File: config.mk
export PLATFORM = sky130hd
export DESIGN_NAME = fundamental_cycle_finder_unit_flat
export DESIGN_NICKNAME = d
export VERILOG_FILES = /design/src/hw/rtl/fcf_pkg.sv /design/src/hw/rtl/fcf_if.sv /design/src/hw/rtl/fcf_seq.sv /design/src/hw/rtl/fundamental_cycle_finder_unit.sv /design/src/flat_wrapper.sv
export SDC_FILE = /design/constraint.sdc
export NUM_CORES = 2
export LEC_CHECK = 0
export BUFFER_PORTS_ARGS = -buffer_cell sky130_fd_sc_hd__buf_2
export CAP_MARGIN = 10
export CELL_PAD_IN_SITES_DETAIL_PLACEMENT = 1
export CELL_PAD_IN_SITES_GLOBAL_PLACEMENT = 1
export CORE_MARGIN = 1
export CORE_UTILIZATION = 41
export CTS_BUF_LIST = sky130_fd_sc_hd__clkbuf_16
export DETAILED_ROUTE_END_ITERATION = 16
export PLACE_DENSITY_LB_ADDON = 0.1
export SLEW_MARGIN = 20
export SYNTH_ARGS = -nofsm -noshare
export SYNTH_HDL_FRONTEND = slang
export SYNTH_SLANG_ARGS = --single-unit
File: constraint.sdc
create_clock -name clk -period 7.75 [get_ports clk]
set_clock_uncertainty 0.05 [all_clocks]
set_input_delay 0.3875 -clock clk [delete_from_list [all_inputs] [get_ports clk]]
set_output_delay 0.3875 -clock clk [all_outputs]
set_load 0.005 [all_outputs]
File: src/hw/rtl/fcf_pkg.sv
// package: sizes, types and helpers for the fundamental cycle finder
package fcf_pkg;
  localparam int MaxV = 16;
  localparam int VW = $clog2(MaxV);
  localparam int CW = VW + 1;
  localparam int PW = 2 * VW;
  localparam logic [PW-1:0] ScanEnd = {PW{1'b1}};
  localparam logic [CW-1:0] CfgReset = CW'(10);

  typedef logic [VW-1:0] vtx_t;
  typedef logic [MaxV-1:0] row_t;

  typedef struct packed {
    logic       mode;
    vtx_t       row_index;
    row_t       row_bits;
  } in_word_t;

  typedef struct packed {
    vtx_t vertex;
    logic last;
    logic status;
  } out_word_t;

  function automatic logic [CW-1:0] clamp_n(input logic [CW-1:0] v);
    logic [CW-1:0] r;
    r = v;
    if (v == '0) r = CW'(1);
    if (v > CW'(MaxV)) r = CW'(MaxV);
    return r;
  endfunction
endpackage

File: src/hw/rtl/fcf_if.sv
// valid/ready channel interfaces
interface fcf_in_if import fcf_pkg::*; (input logic clk);
  logic valid;
  logic ready;
  in_word_t data;
  modport source(output valid, output data, input ready);
  modport sink(input valid, input data, output ready);
endinterface

interface fcf_out_if import fcf_pkg::*; (input logic clk);
  logic valid;
  logic ready;
  out_word_t data;
  modport source(output valid, output data, input ready);
  modport sink(input valid, input data, output ready);
endinterface

interface fcf_cfg_if import fcf_pkg::*; (input logic clk);
  logic valid;
  logic ready;
  logic [CW-1:0] data;
  modport source(output valid, output data, input ready);
  modport sink(input valid, input data, output ready);
endinterface

File: src/hw/rtl/fcf_seq.sv
// sequencer: tree build, edge scan, path search and result emission
module fcf_seq import fcf_pkg::*; (
  input  logic clk,
  input  logic rst_n,
  fcf_in_if.sink   in_ch,
  fcf_out_if.source out_ch,
  fcf_cfg_if.sink  cfg_ch
);
  typedef enum logic [2:0] {
    S_IDLE, S_BUILD, S_SCAN, S_PATH, S_EMIT, S_DONE
  } state_t;

  state_t state_r;
  row_t adj_r [MaxV];
  row_t tree_r [MaxV];
  logic [MaxV-1:0] vis_r;
  vtx_t pstk_r [MaxV];
  logic [CW-1:0] sstk_r [MaxV];
  logic [CW-1:0] plen_r;
  logic built_r;
  logic [PW-1:0] pos_r;
  logic [CW-1:0] nv_r;
  vtx_t tgt_r;
  logic [CW-1:0] emit_r;
  logic ovalid_r;
  out_word_t odata_r;

  logic [CW-1:0] n_act;
  vtx_t top_v;
  logic [CW-1:0] top_s;
  row_t cand;
  logic hit;
  vtx_t hit_v;
  vtx_t si, sj;
  logic cfg_go, in_go;

  assign n_act = clamp_n(nv_r);
  assign top_v = pstk_r[VW'(plen_r - CW'(1))];
  assign top_s = sstk_r[VW'(plen_r - CW'(1))];
  assign si = pos_r[PW-1:VW];
  assign sj = pos_r[VW-1:0];

  // candidate neighbors at or above the scan pointer, below n, unvisited
  always_comb begin
    cand = '0;
    for (int c = 0; c < MaxV; c++) begin
      if (CW'(c) >= top_s && CW'(c) < n_act && !vis_r[c]) begin
        if (state_r == S_BUILD) cand[c] = adj_r[top_v][c] | tree_r[top_v][c];
        else cand[c] = tree_r[top_v][c];
      end
    end
  end

  // priority encoder, lowest index first
  always_comb begin
    hit = 1'b0;
    hit_v = '0;
    for (int c = MaxV - 1; c >= 0; c--) begin
      if (cand[c]) begin
        hit = 1'b1;
        hit_v = VW'(c);
      end
    end
  end

  assign in_ch.ready = (state_r == S_IDLE) && !ovalid_r;
  assign cfg_ch.ready = (state_r == S_IDLE) && !ovalid_r;
  assign in_go = in_ch.valid && in_ch.ready;
  assign cfg_go = cfg_ch.valid && cfg_ch.ready;
  assign out_ch.valid = ovalid_r;
  assign out_ch.data = odata_r;

  always_ff @(posedge clk) begin
    if (!rst_n) begin
      state_r <= S_IDLE;
      for (int r = 0; r < MaxV; r++) begin
        adj_r[r] <= '0;
        tree_r[r] <= '0;
      end
      vis_r <= '0;
      plen_r <= '0;
      built_r <= 1'b0;
      pos_r <= '0;
      nv_r <= CfgReset;
      ovalid_r <= 1'b0;
      emit_r <= '0;
    end else begin
      if (ovalid_r && out_ch.ready && state_r != S_EMIT && state_r != S_DONE) begin
        ovalid_r <= 1'b0;
      end
      unique case (state_r)
        S_IDLE: begin
          if (cfg_go) begin
            nv_r <= cfg_ch.data;
            for (int r = 0; r < MaxV; r++) tree_r[r] <= '0;
            built_r <= 1'b0;
            pos_r <= '0;
          end else if (in_go) begin
            if (!in_ch.data.mode) begin
              adj_r[in_ch.data.row_index] <= in_ch.data.row_bits;
              for (int r = 0; r < MaxV; r++) tree_r[r] <= '0;
              built_r <= 1'b0;
              pos_r <= '0;
            end else if (!built_r) begin
              vis_r <= MaxV'(1);
              pstk_r[0] <= '0;
              sstk_r[0] <= '0;
              plen_r <= CW'(1);
              state_r <= S_BUILD;
            end else begin
              state_r <= (pos_r == ScanEnd) ? S_DONE : S_SCAN;
            end
          end
        end
        S_BUILD: begin
          if (plen_r == '0) begin
            built_r <= 1'b1;
            state_r <= (pos_r == ScanEnd) ? S_DONE : S_SCAN;
          end else if (hit) begin
            sstk_r[VW'(plen_r - CW'(1))] <= {1'b0, hit_v} + CW'(1);
            tree_r[top_v][hit_v] <= 1'b1;
            tree_r[hit_v][top_v] <= 1'b1;
            vis_r[hit_v] <= 1'b1;
            if (plen_r < CW'(MaxV)) begin
              pstk_r[VW'(plen_r)] <= hit_v;
              sstk_r[VW'(plen_r)] <= '0;
              plen_r <= plen_r + CW'(1);
            end
          end else begin
            plen_r <= plen_r - CW'(1);
          end
        end
        S_SCAN: begin
          if (si < sj && {1'b0, sj} < n_act && adj_r[si][sj] && !tree_r[si][sj]) begin
            vis_r <= MaxV'(1) << si;
            pstk_r[0] <= si;
            sstk_r[0] <= '0;
            plen_r <= CW'(1);
            tgt_r <= sj;
            state_r <= S_PATH;
          end else if (pos_r == ScanEnd - PW'(1)) begin
            pos_r <= ScanEnd;
            state_r <= S_DONE;
          end else begin
            pos_r <= pos_r + PW'(1);
          end
        end
        S_PATH: begin
          if (plen_r == '0) begin
            if (pos_r == ScanEnd - PW'(1)) begin
              pos_r <= ScanEnd;
              state_r <= S_DONE;
            end else begin
              pos_r <= pos_r + PW'(1);
              state_r <= S_SCAN;
            end
          end else if (top_v == tgt_r) begin
            pos_r <= pos_r + PW'(1);
            emit_r <= '0;
            state_r <= S_EMIT;
          end else if (hit && plen_r < CW'(MaxV)) begin
            sstk_r[VW'(plen_r - CW'(1))] <= {1'b0, hit_v} + CW'(1);
            vis_r[hit_v] <= 1'b1;
            pstk_r[VW'(plen_r)] <= hit_v;
            sstk_r[VW'(plen_r)] <= '0;
            plen_r <= plen_r + CW'(1);
          end else begin
            plen_r <= plen_r - CW'(1);
          end
        end
        S_EMIT: begin
          if (!ovalid_r || out_ch.ready) begin
            ovalid_r <= 1'b1;
            odata_r.vertex <= pstk_r[VW'(emit_r)];
            odata_r.last <= (emit_r + CW'(1) == plen_r);
            odata_r.status <= 1'b0;
            emit_r <= emit_r + CW'(1);
            if (emit_r + CW'(1) == plen_r) state_r <= S_IDLE;
          end
        end
        S_DONE: begin
          if (!ovalid_r || out_ch.ready) begin
            ovalid_r <= 1'b1;
            odata_r.vertex <= '0;
            odata_r.last <= 1'b1;
            odata_r.status <= 1'b1;
            state_r <= S_IDLE;
          end
        end
        default: state_r <= S_IDLE;
      endcase
    end
  end
endmodule

File: src/hw/rtl/fundamental_cycle_finder_unit.sv
// top level of the fundamental cycle finder
// channels: in (mode, row_index, row_bits), out (vertex, last, status), cfg (num_vertices)
// a mode 0 word writes one adjacency row and gives no result
// a mode 1 word asks for the next fundamental cycle; the block is busy until
// the whole path has been handed out
// the first request after a write builds the depth-first tree, one stack step a
// cycle; the edge scan then tests one matrix position a cycle, and each path
// search takes one stack step a cycle; result vertices are handed out one a
// cycle while the receiver is ready
// a request with no edges left gives one word with last and status set
// reset clears the matrix, tree and scan position and sets num_vertices to 10
// when the receiver stalls the output register holds its word and the
// sequencer waits; no new input or cfg word is taken until it drains
module fundamental_cycle_finder_unit import fcf_pkg::*; (
  input  logic clk,
  input  logic rst_n,
  fcf_in_if.sink    in_ch,
  fcf_out_if.source out_ch,
  fcf_cfg_if.sink   cfg_ch
);
  fcf_seq u_seq (
    .clk(clk), .rst_n(rst_n), .in_ch(in_ch), .out_ch(out_ch), .cfg_ch(cfg_ch)
  );
endmodule

File: src/flat_wrapper.sv
// flat-port wrapper written by rule: the top's interface ports become plain ports
module fundamental_cycle_finder_unit_flat import fcf_pkg::*;
  (clk, rst_n, in_ch_valid, in_ch_data, in_ch_ready, out_ch_valid, out_ch_data, out_ch_ready, cfg_ch_valid, cfg_ch_data, cfg_ch_ready);
  fcf_in_if in_ch_i (.clk(clk));
  fcf_out_if out_ch_i (.clk(clk));
  fcf_cfg_if cfg_ch_i (.clk(clk));
  input  logic clk;
  input  logic rst_n;
  input wire logic [$bits(in_ch_i.valid)-1:0] in_ch_valid;
  input wire logic [$bits(in_ch_i.data)-1:0] in_ch_data;
  output wire logic [$bits(in_ch_i.ready)-1:0] in_ch_ready;
  output wire logic [$bits(out_ch_i.valid)-1:0] out_ch_valid;
  output wire logic [$bits(out_ch_i.data)-1:0] out_ch_data;
  input wire logic [$bits(out_ch_i.ready)-1:0] out_ch_ready;
  input wire logic [$bits(cfg_ch_i.valid)-1:0] cfg_ch_valid;
  input wire logic [$bits(cfg_ch_i.data)-1:0] cfg_ch_data;
  output wire logic [$bits(cfg_ch_i.ready)-1:0] cfg_ch_ready;
  assign in_ch_i.valid = in_ch_valid;
  assign in_ch_i.data = in_ch_data;
  assign in_ch_ready = in_ch_i.ready;
  assign out_ch_valid = out_ch_i.valid;
  assign out_ch_data = out_ch_i.data;
  assign out_ch_i.ready = out_ch_ready;
  assign cfg_ch_i.valid = cfg_ch_valid;
  assign cfg_ch_i.data = cfg_ch_data;
  assign cfg_ch_ready = cfg_ch_i.ready;
  fundamental_cycle_finder_unit u_core (.clk(clk), .rst_n(rst_n), .in_ch(in_ch_i), .out_ch(out_ch_i), .cfg_ch(cfg_ch_i));
endmodule
==> run_results.csv <==
group,metric,value,unit
finish,fin_cells,5121,
sta,fin_crit,7.59,ns
global_route,track_usage,39.4,%
worst_hold_path,hold_start,"cfg_ch_valid",
setup_path,endpoint_kind,"flop",
sta,fmax,132,MHz
logic_synthesis,synthesis.nets,3889,
place,dp_cells,4946,
power,power_per_cell_area,504,nW/µm²
sta,whs,0.0364,ns
finish,area_delta_synth_final,14.4,%
logic_synthesis,syn_inst,3840,
finish,multi_input_area,18400,µm²
global_route,grt_pass1_wl,262000,µm
floorplan,die_w,306,µm
setup_path,path_max_fanout,35,
cts,clock_latency,0.69,ns
cts,cts_sinks,718,
detailed_routing,ant_nets,0,
detailed_routing,wl,186000,µm
power,max-vdd-ir-drop,679,µV
setup_path,worstPathArrival,8.15,ns
sta,hold_viol_final,0,
logic_synthesis,yosysMostFrequentCell,"dfxtp_1",
logic_synthesis,synthFlopType,"dfxtp_1",
sta,worst_slew_pin_slew,1.21,ns
cts,tritoncts,"done",
floorplan,fp.dieH,306,µm
detailed_routing,via_per_inst,6.72,
place,place_area,40300,µm²
logic_synthesis,ys_top_cells_by_count,"388 x dfxtp_1, 387 x nand2_1, 330 x edfxtp_1, 273 x nor2_1, 268 x and2_1",
detailed_routing,wire_per_inst,36.4,µm
setup_path,required,8.32,ns
setup_path,crit_type,"reg2reg",
logic_synthesis,yosysWarnings,0,
finish,nets,3916,
floorplan,core_area,90700,µm²
finish,fin_area,43200,µm²
finish,seqCellArea,17700,µm²
detailed_routing,drc_errors,0,
status,run_status,"finished, final reports clean",
logic_synthesis,ys_seq_area_share,46.8,%
global_route,grt_pass1_vias,34000,
logic_synthesis,syn_area,37800,µm²
global_route,antenna_found_initial,20,
floorplan,start_util,41.7,%
setup_path,cpPeakStageDelay,0.64,ns
place,globalplace.congestion,1.01,
finish,final_layout_size_suffix_gt1_share,14.2,%
setup_path,cp_top_family,"compound AO/OA/AOI/OAI gates",
sta,setup_ws,0.161,ns
logic_synthesis,synth.distinct_cells,110,
flow_run,cap_viol_max_count,0,
floorplan,pin_count,40,
setup_path,worstSetupStartpointType,"flop",
logic_synthesis,yosysTopAreaCell,"edfxtp_1",
place,port_buffers,39,
logic_synthesis,async_reset_ff_share,0,%
cts,cts_buffers,85,
detailed_routing,vias,34400,
place,place_ws,0.0191,ns
global_route,grt_start_max_net_pins,190,
sta,drv_slew,0,
setup_path,startpoint,"u_core.u_seq.plen_r[0]",
sta,setup_tns,0,ns
floorplan,design.die.area,93400,µm²
setup_path,worst-path-buf-inv,6,
detailed_routing,drtPass1Iterations,5,
logic_synthesis,ys_ff_latch,718,
detailed_routing,drt_iter0_markers,4335,
sta,slew-limit-headroom,19.0,%
sta,setup_viol,0,
power,leakagePower,0.0167,µW
sta,rsz0062_at_grt,"false",
cts,htreeDepth,3,
logic_synthesis,avgSynthCellArea,9.84,µm²
place,place_hpwl,131000,µm
sta,finalCritPeriodShare,97.9,%
cts,clk_pin_slew,0.06,ns
cts,cts_buffer_depth,3,
logic_synthesis,synth_edf_count,330,
cts,ctsRootBufferMaster,"clkbuf_16",
floorplan,rows,110,
setup_path,r2r_start,"u_core.u_seq.plen_r[0]",
setup_path,crit_path_cell_trace,"inv_2, ha_2, buf_12, mux4_2, mux2i_1, mux2_4, buf_4, nand2_1, o211ai_1, a2111oi_0, o41ai_2, buf_4, nand4_1, o221ai_1, a21oi_1, inv_1, ha_1, inv_1, a211oi_2, nand2_1, nor2_1, a221o_1",
logic_synthesis,synthTopCellsByArea,"edfxtp_1 26%, dfxtp_1 21%, and2_1 4.4%, mux2i_1 4.3%, mux4_2 3.9%",
logic_synthesis,synth_top_area_share,26.2,%
global_route,gr-total-overflow,0,
finish,fillers,9970,
setup_path,cp_slowest_cell,"mux2_4",
worst_hold_path,hold_path_class,"in2reg",
[path summary, 6_finish.rpt]
path	slack [ns]	endpoint	cells past startpoint
worst min-delay path	0.04	u_core.u_seq.nv_r[1]	3
worst max register to register	0.16	u_core.u_seq.tree_r[9][15]	22
worst max-delay path	0.16	u_core.u_seq.tree_r[9][15]	22
worst min register to register	0.39	u_core.u_seq.tree_r[11][13]	2
[logic make-up after synthesis]
logic type / Yosys count / synth area share (%)
compound gates: 1025 / 19.8
xor+xnor: 15 / 0.387
fa+ha+maj: 18 / 0.596
buf+inv: 484 / 5.44
flops: 718 / 46.8
mux: 261 / 9.20
simple gates: 1319 / 17.8
[area by class of cell]
class / count / share of cell area (%)
Antenna cell: 6 / 0.0347
Clock buffer: 89 / 5.15
Multi-Input combinational cell: 2638 / 42.5
Tap cell: 1176 / 3.40
Sequential cell: 718 / 40.9
Inverter: 183 / 1.59
Clock inverter: 70 / 1.38
Timing Repair Buffer: 241 / 4.97
[where the power goes]
| part | internal (µW) | total [µW] | switching (µW) |
|---|---|---|---|
| clock network | 2410 | 4150 | 1740 |
| registers | 4150 | 4320 | 169 |
| logic | 3860 | 13300 | 9460 |
| total | 10400 | 21800 | 11400 |
[what timing repair did]
item,CTS,global route
endpoints found under the setup margin,5,0
endpoints found under the hold margin,5,0
hold buffers,9,0
buffers inserted,0,0
gates resized for setup,1,0
[layer usage]
| layer | global-route usage (%) | share of wire, % |
|---|---|---|
| met2 | 58.9 | 43 |
| met3 | 9.37 | 10 |
| met4 | 17.0 | 4.9 |
| met1 | 54.1 | 42 |
| met5 | 0 | 0.053 |
[cells in the final DEF (no fill, tap or decap), types with 89 or more instances in the layout]
cell type and n:
mux2i_1 160, nor2_1 260, dfxtp_1 384, nor3b_1 119, o211ai_1 121, buf_4 161
and2_1 267, clkbuf_16 89, a21oi_1 184, inv_1 207, nand2_1 387, a21o_1 124
edfxtp_1 330, a31oi_1 90
[state kept, by name, summed over array words and instances (netlist names), named ones only]
| name | count |
|---|---|
| u_core.u_seq.pstk_r | 64 |
| u_core.u_seq.out_ch.valid | 1 |
| u_core.u_seq.emit_r | 5 |
| u_core.u_seq.plen_r | 5 |
| u_core.u_seq.tgt_r | 4 |
| u_core.u_seq.pos_r | 8 |
| u_core.u_seq.sstk_r | 80 |
| u_core.u_seq.adj_r | 256 |
| u_core.u_seq.vis_r | 16 |
| u_core.u_seq.nv_r | 5 |
| u_core.u_seq.out_ch.data | 6 |
| u_core.u_seq.state_r | 3 |
| u_core.u_seq.tree_r | 256 |
| u_core.u_seq.built_r | 1 |
[stage by stage]
step / utilization, % / power, µW
2_1_floorplan: - / 11100
3_3_place_gp: 44.3 / 17100
3_5_place_dp: 44.4 / 17200
4_1_cts: 47.6 / 21400
5_1_grt: 47.7 / 22100
6_report: 47.7 / 21800
[tightest hold or removal path: cells and delay by family]
kind	cells	cell delay [ns]
and+or+nand+nor	2	0.17
buffers and inverters	1	0.15
Power figures use the tool's default switching activity.
